`config.mk`:
```
export PLATFORM = sky130hd
export DESIGN_NAME = filename_stream_validator_top
export DESIGN_NICKNAME = d
export VERILOG_FILES = /design/src/fsv_pkg.sv /design/src/filename_stream_validator_top.sv /design/src/fsv_tracker.sv /design/src/fsv_judge.sv
export SDC_FILE = /design/constraint.sdc
export NUM_CORES = 1
export LEC_CHECK = 0
export BUFFER_PORTS_ARGS = -buffer_cell sky130_fd_sc_hd__clkbuf_2
export CAP_MARGIN = 20
export CORE_MARGIN = 5
export CORE_UTILIZATION = 29
export CTS_CLUSTER_SIZE = 8
export DETAILED_ROUTE_END_ITERATION = 12
export GPL_TIMING_DRIVEN = 0
export SLEW_MARGIN = 25
export SYNTH_ARGS = -nofsm -noshare
export SYNTH_HDL_FRONTEND = slang
export SYNTH_SLANG_ARGS = --single-unit
```
`constraint.sdc`:
```
create_clock -name aclk -period 6.3 [get_ports aclk]
set_input_delay 0.315 -clock aclk [delete_from_list [all_inputs] [get_ports aclk]]
set_output_delay 0.315 -clock aclk [all_outputs]
set_load 0.01 [all_outputs]
```
`src/fsv_pkg.sv`:
```
`timescale 1ns / 1ps
// ----------------------------------------------------------------------------
// fsv_pkg
// Shared types, constants and byte classifiers for the file name stream
// validator.
// ----------------------------------------------------------------------------
package fsv_pkg;

    localparam int MAX_INPUT = 65535;
    localparam int COUNT_W   = $clog2(MAX_INPUT + 2);
    localparam int OFFSET_W  = 16;
    localparam int CLEN_W    = 9;
    localparam int CLEN_MAX  = 256;

    localparam logic [2:0] STATUS_OK        = 3'd0;
    localparam logic [2:0] STATUS_EMPTY     = 3'd1;
    localparam logic [2:0] STATUS_TOO_LONG  = 3'd2;
    localparam logic [2:0] STATUS_TRAILING  = 3'd3;
    localparam logic [2:0] STATUS_DOTS      = 3'd4;
    localparam logic [2:0] STATUS_CONTROL   = 3'd5;
    localparam logic [2:0] STATUS_BAD_CHAR  = 3'd6;
    localparam logic [2:0] STATUS_DASH      = 3'd7;

    localparam logic [7:0] CHAR_SLASH = 8'h2F;
    localparam logic [7:0] CHAR_DASH  = 8'h2D;
    localparam logic [7:0] CHAR_DOT   = 8'h2E;
    localparam logic [7:0] CHAR_UNDER = 8'h5F;
    localparam logic [7:0] CHAR_PLUS  = 8'h2B;
    localparam logic [7:0] CHAR_AT    = 8'h40;
    localparam logic [7:0] CHAR_EQ    = 8'h3D;
    localparam logic [7:0] CHAR_SPACE = 8'h20;
    localparam logic [7:0] CHAR_DEL   = 8'h7F;

    typedef struct packed {
        logic                control_seen;
        logic [COUNT_W-1:0]  byte_count;
        logic [OFFSET_W-1:0] component_start;
        logic [CLEN_W-1:0]   component_length;
        logic [7:0]          first_byte;
        logic                only_dots;
        logic                bad_char;
    } str_state_t;

    localparam str_state_t STR_CLEAR = '{
        control_seen:     1'b0,
        byte_count:       '0,
        component_start:  '0,
        component_length: '0,
        first_byte:       8'h00,
        only_dots:        1'b1,
        bad_char:         1'b0
    };

    function automatic logic is_control(input logic [7:0] b);
        return (b < CHAR_SPACE) || (b == CHAR_DEL);
    endfunction

    function automatic logic allowed_byte(input logic [7:0] b);
        logic lower;
        logic upper;
        logic digit;
        lower = (b >= 8'h61) && (b <= 8'h7A);
        upper = (b >= 8'h41) && (b <= 8'h5A);
        digit = (b >= 8'h30) && (b <= 8'h39);
        return lower || upper || digit || (b == CHAR_DOT) || (b == CHAR_DASH) ||
               (b == CHAR_UNDER) || (b == CHAR_PLUS) || (b == CHAR_AT) ||
               (b == CHAR_EQ);
    endfunction

endpackage

```
`src/filename_stream_validator_top.sv`:
```
`timescale 1ns / 1ps
// ----------------------------------------------------------------------------
// filename_stream_validator_top
// Checks a path string, one byte per word, and reports whether its final
// component is a safe file name, with that component's offset and length.
// ----------------------------------------------------------------------------
// Usage:
//   s_* carries one byte per word with has_byte and end_of_name flags. Only
//   the end word of a string produces a result word on m_*; status is the
//   rejection code, name_offset/name_length locate the basename (zero when
//   rejected).
//   cfg_* writes max_name_length; cfg_ready is always high. Write it only
//   while no string is in flight.
// Timing:
//   one word per cycle sustained, while no end word is held back by a result
//   waiting on m_ready. A word is captured in the input register, then the
//   state update and verdict feed the result register, which drives m_*.
// Reset:
//   synchronous active-low aresetn empties both registers, clears the string
//   state and sets max_name_length to 255.
// Stall:
//   while a result waits on m_ready, ordinary bytes keep flowing in; an end
//   word holds in the input register and s_ready drops until the result is
//   taken.
// ----------------------------------------------------------------------------
module filename_stream_validator_top
    import fsv_pkg::*;
(
    input  logic                aclk,
    input  logic                aresetn,

    input  logic                s_valid,
    output logic                s_ready,
    input  logic [7:0]          s_char_byte,
    input  logic                s_has_byte,
    input  logic                s_end_of_name,

    output logic                m_valid,
    input  logic                m_ready,
    output logic [2:0]          m_status,
    output logic [OFFSET_W-1:0] m_name_offset,
    output logic [7:0]          m_name_length,

    input  logic                cfg_valid,
    output logic                cfg_ready,
    input  logic [7:0]          cfg_data
);

    logic                in_valid_reg;
    logic [7:0]          in_byte_reg;
    logic                in_has_reg;
    logic                in_end_reg;
    logic [7:0]          max_len_reg;

    logic                out_valid_reg;
    logic [2:0]          out_status_reg;
    logic [OFFSET_W-1:0] out_offset_reg;
    logic [7:0]          out_length_reg;

    logic                out_free;
    logic                advance;
    str_state_t          str_next;
    logic [2:0]          judge_status;
    logic [OFFSET_W-1:0] judge_offset;
    logic [7:0]          judge_length;

    assign out_free = !out_valid_reg || m_ready;
    // only an end word needs room in the result register
    assign advance  = in_valid_reg && (!in_end_reg || out_free);
    assign s_ready  = !in_valid_reg || advance;
    assign cfg_ready = 1'b1;

    always_ff @(posedge aclk) begin
        if (!aresetn) begin
            in_valid_reg <= 1'b0;
        end else if (s_ready) begin
            in_valid_reg <= s_valid;
        end
    end

    always_ff @(posedge aclk) begin
        if (s_ready && s_valid) begin
            in_byte_reg <= s_char_byte;
            in_has_reg  <= s_has_byte;
            in_end_reg  <= s_end_of_name;
        end
    end

    always_ff @(posedge aclk) begin
        if (!aresetn) begin
            max_len_reg <= 8'hFF;
        end else if (cfg_valid && cfg_ready) begin
            max_len_reg <= cfg_data;
        end
    end

    fsv_tracker u_tracker (
        .aclk        (aclk),
        .aresetn     (aresetn),
        .advance     (advance),
        .char_byte   (in_byte_reg),
        .has_byte    (in_has_reg),
        .end_of_name (in_end_reg),
        .str_next    (str_next)
    );

    fsv_judge u_judge (
        .str_state       (str_next),
        .max_name_length (max_len_reg),
        .status          (judge_status),
        .name_offset     (judge_offset),
        .name_length     (judge_length)
    );

    always_ff @(posedge aclk) begin
        if (!aresetn) begin
            out_valid_reg <= 1'b0;
        end else if (advance && in_end_reg) begin
            out_valid_reg <= 1'b1;
        end else if (m_ready) begin
            out_valid_reg <= 1'b0;
        end
    end

    always_ff @(posedge aclk) begin
        if (advance && in_end_reg) begin
            out_status_reg <= judge_status;
            out_offset_reg <= judge_offset;
            out_length_reg <= judge_length;
        end
    end

    assign m_valid       = out_valid_reg;
    assign m_status      = out_status_reg;
    assign m_name_offset = out_offset_reg;
    assign m_name_length = out_length_reg;

endmodule

```
`src/fsv_tracker.sv`:
```
`timescale 1ns / 1ps
// ----------------------------------------------------------------------------
// fsv_tracker
// Holds the per-string state and folds in one byte per advance; clears the
// state after the end word of a string.
// ----------------------------------------------------------------------------
module fsv_tracker
    import fsv_pkg::*;
(
    input  logic       aclk,
    input  logic       aresetn,
    input  logic       advance,
    input  logic [7:0] char_byte,
    input  logic       has_byte,
    input  logic       end_of_name,
    output str_state_t str_next
);

    str_state_t state_reg;

    always_comb begin
        str_next = state_reg;
        if (has_byte) begin
            if (is_control(char_byte)) begin
                str_next.control_seen = 1'b1;
            end
            if (char_byte == CHAR_SLASH) begin
                str_next.component_start  = OFFSET_W'(state_reg.byte_count + COUNT_W'(1));
                str_next.component_length = '0;
                str_next.first_byte       = 8'h00;
                str_next.only_dots        = 1'b1;
                str_next.bad_char         = 1'b0;
            end else begin
                if (state_reg.component_length == '0) begin
                    str_next.first_byte = char_byte;
                end
                if (state_reg.component_length < CLEN_W'(CLEN_MAX)) begin
                    str_next.component_length = state_reg.component_length + CLEN_W'(1);
                end
                if (char_byte != CHAR_DOT) begin
                    str_next.only_dots = 1'b0;
                end
                if (!allowed_byte(char_byte)) begin
                    str_next.bad_char = 1'b1;
                end
            end
            // saturates one past the limit so an overlong string stays marked
            if (state_reg.byte_count <= COUNT_W'(MAX_INPUT)) begin
                str_next.byte_count = state_reg.byte_count + COUNT_W'(1);
            end
        end
    end

    always_ff @(posedge aclk) begin
        if (!aresetn) begin
            state_reg <= STR_CLEAR;
        end else if (advance) begin
            state_reg <= end_of_name ? STR_CLEAR : str_next;
        end
    end

endmodule

```
`src/fsv_judge.sv`:
```
`timescale 1ns / 1ps
// ----------------------------------------------------------------------------
// fsv_judge
// Turns the final string state into a status code and the basename window.
// ----------------------------------------------------------------------------
module fsv_judge
    import fsv_pkg::*;
(
    input  str_state_t          str_state,
    input  logic [7:0]          max_name_length,
    output logic [2:0]          status,
    output logic [OFFSET_W-1:0] name_offset,
    output logic [7:0]          name_length
);

    always_comb begin
        // checks in priority order
        if (str_state.byte_count == '0) begin
            status = STATUS_EMPTY;
        end else if (str_state.byte_count > COUNT_W'(MAX_INPUT)) begin
            status = STATUS_TOO_LONG;
        end else if (str_state.control_seen) begin
            status = STATUS_CONTROL;
        end else if (str_state.component_length == '0) begin
            status = STATUS_TRAILING;
        end else if (str_state.only_dots && (str_state.component_length <= CLEN_W'(2))) begin
            status = STATUS_DOTS;
        end else if (str_state.component_length > CLEN_W'(max_name_length)) begin
            status = STATUS_TOO_LONG;
        end else if (str_state.first_byte == CHAR_DASH) begin
            status = STATUS_DASH;
        end else if (str_state.bad_char) begin
            status = STATUS_BAD_CHAR;
        end else begin
            status = STATUS_OK;
        end
    end

    assign name_offset = (status == STATUS_OK) ? str_state.component_start : '0;
    assign name_length = (status == STATUS_OK) ? str_state.component_length[7:0] : 8'h00;

endmodule

```
==> flow_summary.json, run 1 <==
{
  "result_of_the_run": "finished, final reports clean",
  "syn-num-nets": 653,
  "setup_slack_ns": 1.539,
  "finalInstanceArea_um2": 6613,
  "coreArea_um2": 19460,
  "synth.top_cells.by_count": "65 x nor2_1, 63 x dfxtp_1, 41 x nand2_1, 37 x edfxtp_1, 36 x clkbuf_1",
  "max_root_sink_buffers": 2,
  "post-synth-top-count-cell": "nor2_1",
  "worst_slew_pin_slew_ns": 0.7250,
  "min-delay-path-class": "primary input to flip-flop",
  "first_iter_violations": 533,
  "grt_pass1_wl_mm": 25.24,
  "multi_input_area_um2": 3017,
  "slew_viols_final": 0,
  "pin_count_of_the_biggest_net_entering_global_routing": 30,
  "post_synthesis_sequential_area_ratio": 0.4148,
  "cts_root_buffer": "clkbuf_16",
  "final_layout_size_suffix_gt1_frac": 0.1679,
  "hold_viol_final": 0,
  "ys_async_sr_fraction": 0,
  "postSynthRegisterBits": 100,
  "rsz_0062_raised_after_global_routing": "false",
  "first_global_vias": 4539,
  "drt-vias-per-instance": 5.279,
  "area.sequential_um2": 2372,
  "post_cts_buffers": 0,
  "peakVddDrop_v": 0.0001155,
  "pwr_density_cell_nw_per_um2": 209.4,
  "cts_hold_buffers": 0,
  "wirelength_mm": 15.62,
  "finClkSkew_ns": 0.006602,
  "dpl_cell_area_um2": 6301,
  "die_y_um": 150.4,
  "worst-endpoint-arrival_ns": 4.85,
  "synth-main-ff-cell": "dfxtp_1",
  "syn-instance-count": 619,
  "post_drt_wl_per_cell_um": 16.44,
  "crit_type": "flip-flop to flip-flop",
  "most_area_hungry_cell_type_in_the_yosys_netlist": "dfxtp_1",
  "place_inst": 934,
  "drt_pre_antenna_iters": 5,
  "cap_violations": 0,
  "grt_util_all_layers": 0.1417,
  "area_delta_synth_final_pct": 15.62,
  "insertion_delay_ns": 0.36,
  "routed_vias": 5015,
  "largest_register_ffs": 53,
  "number_of_diodes_added_for_antenna_fixing": 0,
  "numCtsBuffers": 9,
  "finalNonFillerCells": 950,
  "die_area_um2": 22630,
  "post_cts_gate_resize_count": 0,
  "synth_enable_flop_cells": 37,
  "detail-route-antenna-nets": 0,
  "peak_freq_mhz": 210.0,
  "path_clk_slew_ns": 0.07,
  "antenna_violations_before_repair": 0,
  "place.detailed.hpwl_mm": 11.61,
  "preCtsSetupSlack_ns": 1.573,
  "postLayoutCoreUtil": 0.3398,
  "mappedNetlistArea_um2": 5719,
  "distinct_cell_type_count_after_synthesis": 75,
  "main_area_contributors_after_synthesis": "dfxtp_1 22%, edfxtp_1 19%, a22oi_1 4.6%, nor2_1 4.3%, a21oi_1 2.7%",
  "fillers": 2037,
  "cp-end-kind": "flip-flop",
  "ios": 53,
  "kind_of_start_point_of_the_critical_path": "flip-flop",
  "grt_overflow_total": 0,
  "numClockSinks": 100,
  "crit_fanout": 10,
  "critical_path_required_ns": 6.39,
  "yosys_warnings": 0,
  "yosys.area.top_type_share": 0.2205,
  "num-nets-final": 714,
  "cts.htree.levels": 3,
  "syn-mean-instance-area_um2": 9.239,
  "final_period_minus_worst_setup_slack_ns": 4.761,
  "die_width_um": 150.4,
  "tritoncts": "done",
  "finalSetupViolCount": 0,
  "remaining_drc_errors": 0,
  "static-leakage-power_nw": 2.358,
  "min_period_over_period": 0.7557,
  "start_util": 0.2939,
  "floorplan.rows": 51,
  "setup_tns_ns": 0,
  "slew_headroom": 0.5134,
  "gpl_congestion": 0.9281,
  "port_buffers": 50
}
==> power breakdown <==
part | internal, mW | leakage [nW] | total (mW) | switching [mW]
Combinational | 0.0389 | 1.34 | 0.121 | 0.0816
Clock | 0.314 | 0.146 | 0.574 | 0.260
Sequential | 0.682 | 0.876 | 0.690 | 0.00853
Total | 1.03 | 2.36 | 1.38 | 0.350
==> logic make-up after synthesis <==
kind of cell,after synthesis,synth area share
AOI/OAI and AO/OA,158,0.1973
xor gates and xnor gates,17,0.02603
adders and majority gates,11,0.02406
buffers and inverters,76,0.05972
DFF,100,0.4148
muxes,12,0.02100
other,1,0.0006557
and+or+nand+nor,244,0.2564
==> area by class of cell <==
cell class	count	area share
flip-flops and latches	100	0.3588
plain buffers	56	0.04030
clock inverters	5	0.01022
repair buffers	50	0.03784
inverters	20	0.01135
multi-input cells	443	0.4562
clock buffers	11	0.03519
well taps	265	0.05014
==> placed cells by master (no fill, tap or decap), drive strengths merged, types with 3 or more instances in the layout <==
cell type | synthesis | final
and3 | 8 | 8
a22oi | 35 | 35
and2 | 3 | 3
nand3 | 19 | 19
o211ai | 11 | 11
o211a | 3 | 3
nand3b | 4 | 4
ha | 11 | 11
xor2 | 8 | 8
o21ai | 25 | 25
nor2 | 65 | 65
nand2 | 41 | 41
a21o | 3 | 3
edfxtp | 37 | 37
inv | 20 | 22
a311oi | 3 | 3
nor3 | 14 | 14
clkbuf | 37 | 98
xnor2 | 9 | 9
nor2b | 7 | 7
mux2i | 12 | 12
a2111oi | 3 | 3
a31oi | 7 | 7
nor4b | 11 | 11
a21boi | 4 | 4
dfxtp | 63 | 63
nor4 | 26 | 26
and4 | 3 | 3
nand2b | 4 | 4
or4 | 5 | 5
nand4 | 17 | 17
o31ai | 7 | 7
or3 | 7 | 7
a21oi | 31 | 31
buf | 19 | 19
==> worst max-delay path: stages, from the launching register on <==
cell and delay [ns]:
edfxtp_1 0.52, or4b_4 0.59, nor3_4 0.35, clkbuf_1 0.43, clkbuf_1 0.49, a21oi_1 0.20, ha_1 0.34, a21o_1 0.16
a21oi_1 0.15, o211ai_1 0.17, a221oi_4 0.40, o311ai_4 0.21, a2111oi_0 0.47
==> stage by stage <==
stage               total power [mW]  hold slack [ns]
floorplan                     0.7852           0.4139
global placement              0.8243           0.4447
detailed placement            0.8251           0.4516
CTS                            1.400           0.1177
global route                   1.434           0.1181
finish                         1.385           0.1273
==> final timing paths <==
path | from | endpoint | slack, ns | depth (start not counted)
hold reg to reg | u_tracker.state_reg[0]$_SDFFE_PN0P_ | u_tracker.state_reg[0]$_SDFFE_PN0P_ | 0.46 | 2
hold / removal | s_char_byte[6] | in_byte_reg[6]$_DFFE_PP_ | 0.13 | 1
setup / recovery | in_byte_reg[6]$_DFFE_PP_ | m_name_offset[0]$_SDFFCE_PP0P_ | 1.54 | 12
setup reg to reg | in_byte_reg[6]$_DFFE_PP_ | m_name_offset[0]$_SDFFCE_PP0P_ | 1.54 | 12
==> metal layers <==
metal  vias to the layer above  track usage  share of wire
met3                        15      0.03010          0.068
li1                       2449            -              -
met1                      2371       0.2144           0.50
met5                         -            0              0
met2                       180       0.1976           0.41
met4                         0      0.04849          0.018
No activity file was read; power rests on OpenSTA's default activity.
==> run 2, diff against run 1 <==
Settings changed: ABC_AREA set to 1.
Clock period 6.3 ns to 3.9 ns, I/O delays scaled along.
==> run 2 against run 1 <==
  * Power up 65%
  * Global-route usage shrank 1.0 points
  * Clock-buffer cell count rose by 2
  * Wire length fell by 9.9%
  * Largest power group unchanged
  * Via count shrank 0.56%
  * Sequential cell count is the same
  * Sequential share of layout area fell by 0.18 points
==> flow_summary.json, run 2 <==
{
  "result_of_the_run": "finished, final reports clean",
  "insertion_delay_ns": 0.35,
  "numClockSinks": 100,
  "reg2regPathDepth": 20,
  "setup_tns_ns": 0,
  "syn-instance-count": 766,
  "cap_violations": 0,
  "fillers": 2087,
  "place_inst": 1082,
  "static-leakage-power_nw": 2.681,
  "synth-main-ff-cell": "dfxtp_1",
  "syn-mean-instance-area_um2": 7.445,
  "worst-endpoint-arrival_ns": 3.60,
  "grt_pass1_wl_mm": 23.40,
  "rsz_0062_raised_after_global_routing": "false",
  "kind_of_start_point_of_the_critical_path": "flip-flop",
  "die_area_um2": 22570,
  "multi_input_area_um2": 2854,
  "number_of_diodes_added_for_antenna_fixing": 0,
  "area.sequential_um2": 2372,
  "slowest_delay_ns": 0.37,
  "critical_path_required_ns": 4.00,
  "floorplan.rows": 51,
  "port_buffers": 51,
  "peakVddDrop_v": 0.0001628,
  "start_util": 0.2940,
  "crit-reg2reg-launch": "in_byte_reg[4]$_DFFE_PP_",
  "detail-route-antenna-nets": 0,
  "wirelength_mm": 14.07,
  "timing.critical_path.buf_inv": 4,
  "grt_util_all_layers": 0.1317,
  "largest_register_ffs": 53,
  "first_iter_violations": 313,
  "gpl_congestion": 0.9304,
  "critical-path-slowest-cell": "nor2_1",
  "distinct_cell_type_count_after_synthesis": 41,
  "intPower_mw": 1.710,
  "post-synth-top-count-cell": "nand2_1",
  "min-delay-path-class": "primary input to flip-flop",
  "cts.htree.levels": 3,
  "drt_pre_antenna_iters": 5,
  "most_common_cell_after_layout_fill_and_taps_aside": "nand2_1",
  "timing.critical_path.cells": "clkinv_1 > nand2_1 > nor2_4 > nand3_2 > clkinv_1 > nor2_1 > ha_1 > nand2_1 > nor3_1 > o21ai_0 > nand2_1 > a21oi_2 > nand4_1 > nand2_1 > nand2_1 > nand2_2 > inv_2 > nand3_4 > buf_12 > nor2_4",
  "grt_overflow_total": 0,
  "coreArea_um2": 19400,
  "critical-path-top-delay-family": "simple AND/OR/NAND/NOR gates",
  "pin_count_of_the_biggest_net_entering_global_routing": 29,
  "ys_async_sr_fraction": 0,
  "mappedNetlistArea_um2": 5703,
  "post_drt_wl_per_cell_um": 12.77,
  "synth.top_cells.by_count": "219 x nand2_1, 77 x inv_1, 63 x dfxtp_1, 62 x a21oi_1, 56 x nand3_1",
  "num-nets-final": 866,
  "final_period_minus_worst_setup_slack_ns": 3.507,
  "numCtsBuffers": 9,
  "drt-vias-per-instance": 4.525,
  "yosys.area.top_type_share": 0.2211,
  "remaining_drc_errors": 0,
  "peak_freq_mhz": 285.2,
  "finalSetupViolCount": 0,
  "whs_endpoint": "in_end_reg$_DFFE_PP_",
  "min-delay-start": "s_end_of_name",
  "regToRegEndpoint": "m_name_offset[0]$_SDFFCE_PP0P_",
  "pwr_density_cell_nw_per_um2": 343.4,
  "reg2reg_setup_slack_ns": 0.39,
  "finalNonFillerCells": 1102,
  "final_layout_size_suffix_gt1_frac": 0.1816,
  "syn-num-nets": 800,
  "preCtsSetupSlack_ns": 0.2893,
  "crit_type": "flip-flop to flip-flop",
  "path_clk_slew_ns": 0.07,
  "slew_headroom": 0.4989,
  "timing.critical_path.depth": 20,
  "max_root_sink_buffers": 2,
  "slew_viols_final": 0,
  "worst_slew_pin_slew_ns": 0.7489,
  "postSynthRegisterBits": 100,
  "setup_slack_ns": 0.3933,
  "tritoncts": "done",
  "clock_network_fraction_of_design_power": 0.394,
  "yosys_warnings": 0,
  "sequentialPowerShare": 0.492,
  "die_y_um": 150.2,
  "cts_root_buffer": "clkbuf_16",
  "routed_vias": 4987,
  "cp-end-kind": "flip-flop",
  "finClkSkew_ns": 0.008259,
  "hold_ws_ns": 0.01356,
  "ios": 53,
  "most_area_hungry_cell_type_in_the_yosys_netlist": "dfxtp_1",
  "cp_common_cell": "nand2_1",
  "place.detailed.hpwl_mm": 10.73,
  "synth_enable_flop_cells": 37,
  "area_delta_synth_final_pct": 16.52,
  "first_global_vias": 4622,
  "hold_viol_final": 0,
  "die_width_um": 150.2,
  "post_synthesis_sequential_area_ratio": 0.4160,
  "crit_fanout": 10,
  "timing.hold.worst_path_depth": 1,
  "combinationalPowerShare": 0.113,
  "main_area_contributors_after_synthesis": "dfxtp_1 22%, edfxtp_1 19%, nand2_1 14%, a21oi_1 5.4%, inv_1 5.1%",
  "antenna_violations_before_repair": 0,
  "sw_frac_of_total": 0.2506,
  "power_switching_uw": 571.7,
  "min_period_over_period": 0.8992,
  "layout_common_cells": "219 x nand2_1, 76 x inv_1, 63 x dfxtp_1"
}
-- run 2: cell count changes after synthesis, moves of 10 or more --
cell	delta
nand2_1	+178
inv_1	+57
nand3_1	+37
a22oi_1	-35
a21oi_1	+31
nor2_4	+24
clkbuf_1	-17
nor4_1	-15
mux2i_1	-12
or2_2	+12
nand2_2	+11
o211ai_1	-11
o21ai_0	+11
nor2_1	-10
-- run 2: worst reg2reg max path, delay by kind of cell (launching register included) --
kind                     cells  cell delay, ns
AND/OR/NAND/NOR             13            1.47
buffers and inverters        4            0.76
flip-flops                   1            0.36
AO/OA/AOI/OAI                2            0.35
adder cells (fa/ha/maj)      1            0.30
-- run 2: kinds of logic (layout without fill, tap and decap cells) --
| kind of cell | after synthesis | in the layout | share of synthesized area |
|---|---|---|---|
| AND/OR/NAND/NOR | 417 | 417 | 0.3528 |
| adder cells (fa/ha/maj) | 11 | 11 | 0.02413 |
| other | 1 | 1 | 0.0006576 |
| flip-flops | 100 | 100 | 0.4160 |
| XOR/XNOR | 10 | 10 | 0.01536 |
| AO/OA/AOI/OAI | 111 | 111 | 0.1033 |
| buffers and inverters | 116 | 187 | 0.08776 |
-- run 2: metal layers --
layer	global-route usage	part of all wire	up-vias	routed length, um
met2	0.1951	0.42	127	5939
met5	0	0	-	0
met1	0.1876	0.50	2228	7060
li1	-	-	2613	-
met3	0.02197	0.053	19	739
met4	0.05947	0.024	0	334
-- run 2: timing repair --
item                                    4_1_cts  5_1_grt
setup buffers                                 0        2
endpoints found under the setup margin        0       20
endpoints found under the hold margin         2        0
resized for setup                             0        5
hold buffers                                  2        0
-- run 2: how the worst max path moves through the flow --
stage,startpoint,end
after floorplan,in_byte_reg[6]$_DFFE_PP_,m_name_offset[14]$_SDFFCE_PP0P_
after global placement,in_byte_reg[6]$_DFFE_PP_,m_name_offset[2]$_SDFFCE_PP0P_
after detailed placement,in_byte_reg[6]$_DFFE_PP_,m_name_offset[2]$_SDFFCE_PP0P_
after CTS,in_byte_reg[6]$_DFFE_PP_,m_name_offset[0]$_SDFFCE_PP0P_
after global routing,in_byte_reg[4]$_DFFE_PP_,m_name_offset[2]$_SDFFCE_PP0P_
final,in_byte_reg[4]$_DFFE_PP_,m_name_offset[0]$_SDFFCE_PP0P_
-- run 2: area by class of cell --
type,count,area share
Timing Repair Buffer,55,0.04368
Clock inverter,3,0.006967
Clock buffer,13,0.03766
Tap cell,265,0.04990
Buffer,29,0.02617
Sequential cell,100,0.3570
Inverter,87,0.04914
Multi-Input combinational cell,550,0.4295
-- run 2: power groups by stage --
stage | clock (mW) | sequential [mW] | combinational, mW
floorplan | 0 | 1.15 | 0.178
global placement | 0 | 1.15 | 0.254
detailed placement | 0 | 1.15 | 0.255
CTS | 0.931 | 1.12 | 0.258
global route | 0.969 | 1.13 | 0.293
finish | 0.899 | 1.12 | 0.259
-- run 2: stage by stage --
stage / power [mW] / instance area (um2) / util
after floorplan: 1.327 / 5703 / -
after global placement: 1.401 / 6290 / 0.3242
after detailed placement: 1.403 / 6290 / 0.3242
after CTS: 2.312 / 6606 / 0.3406
after global routing: 2.388 / 6645 / 0.3426
final: 2.282 / 6645 / 0.3426
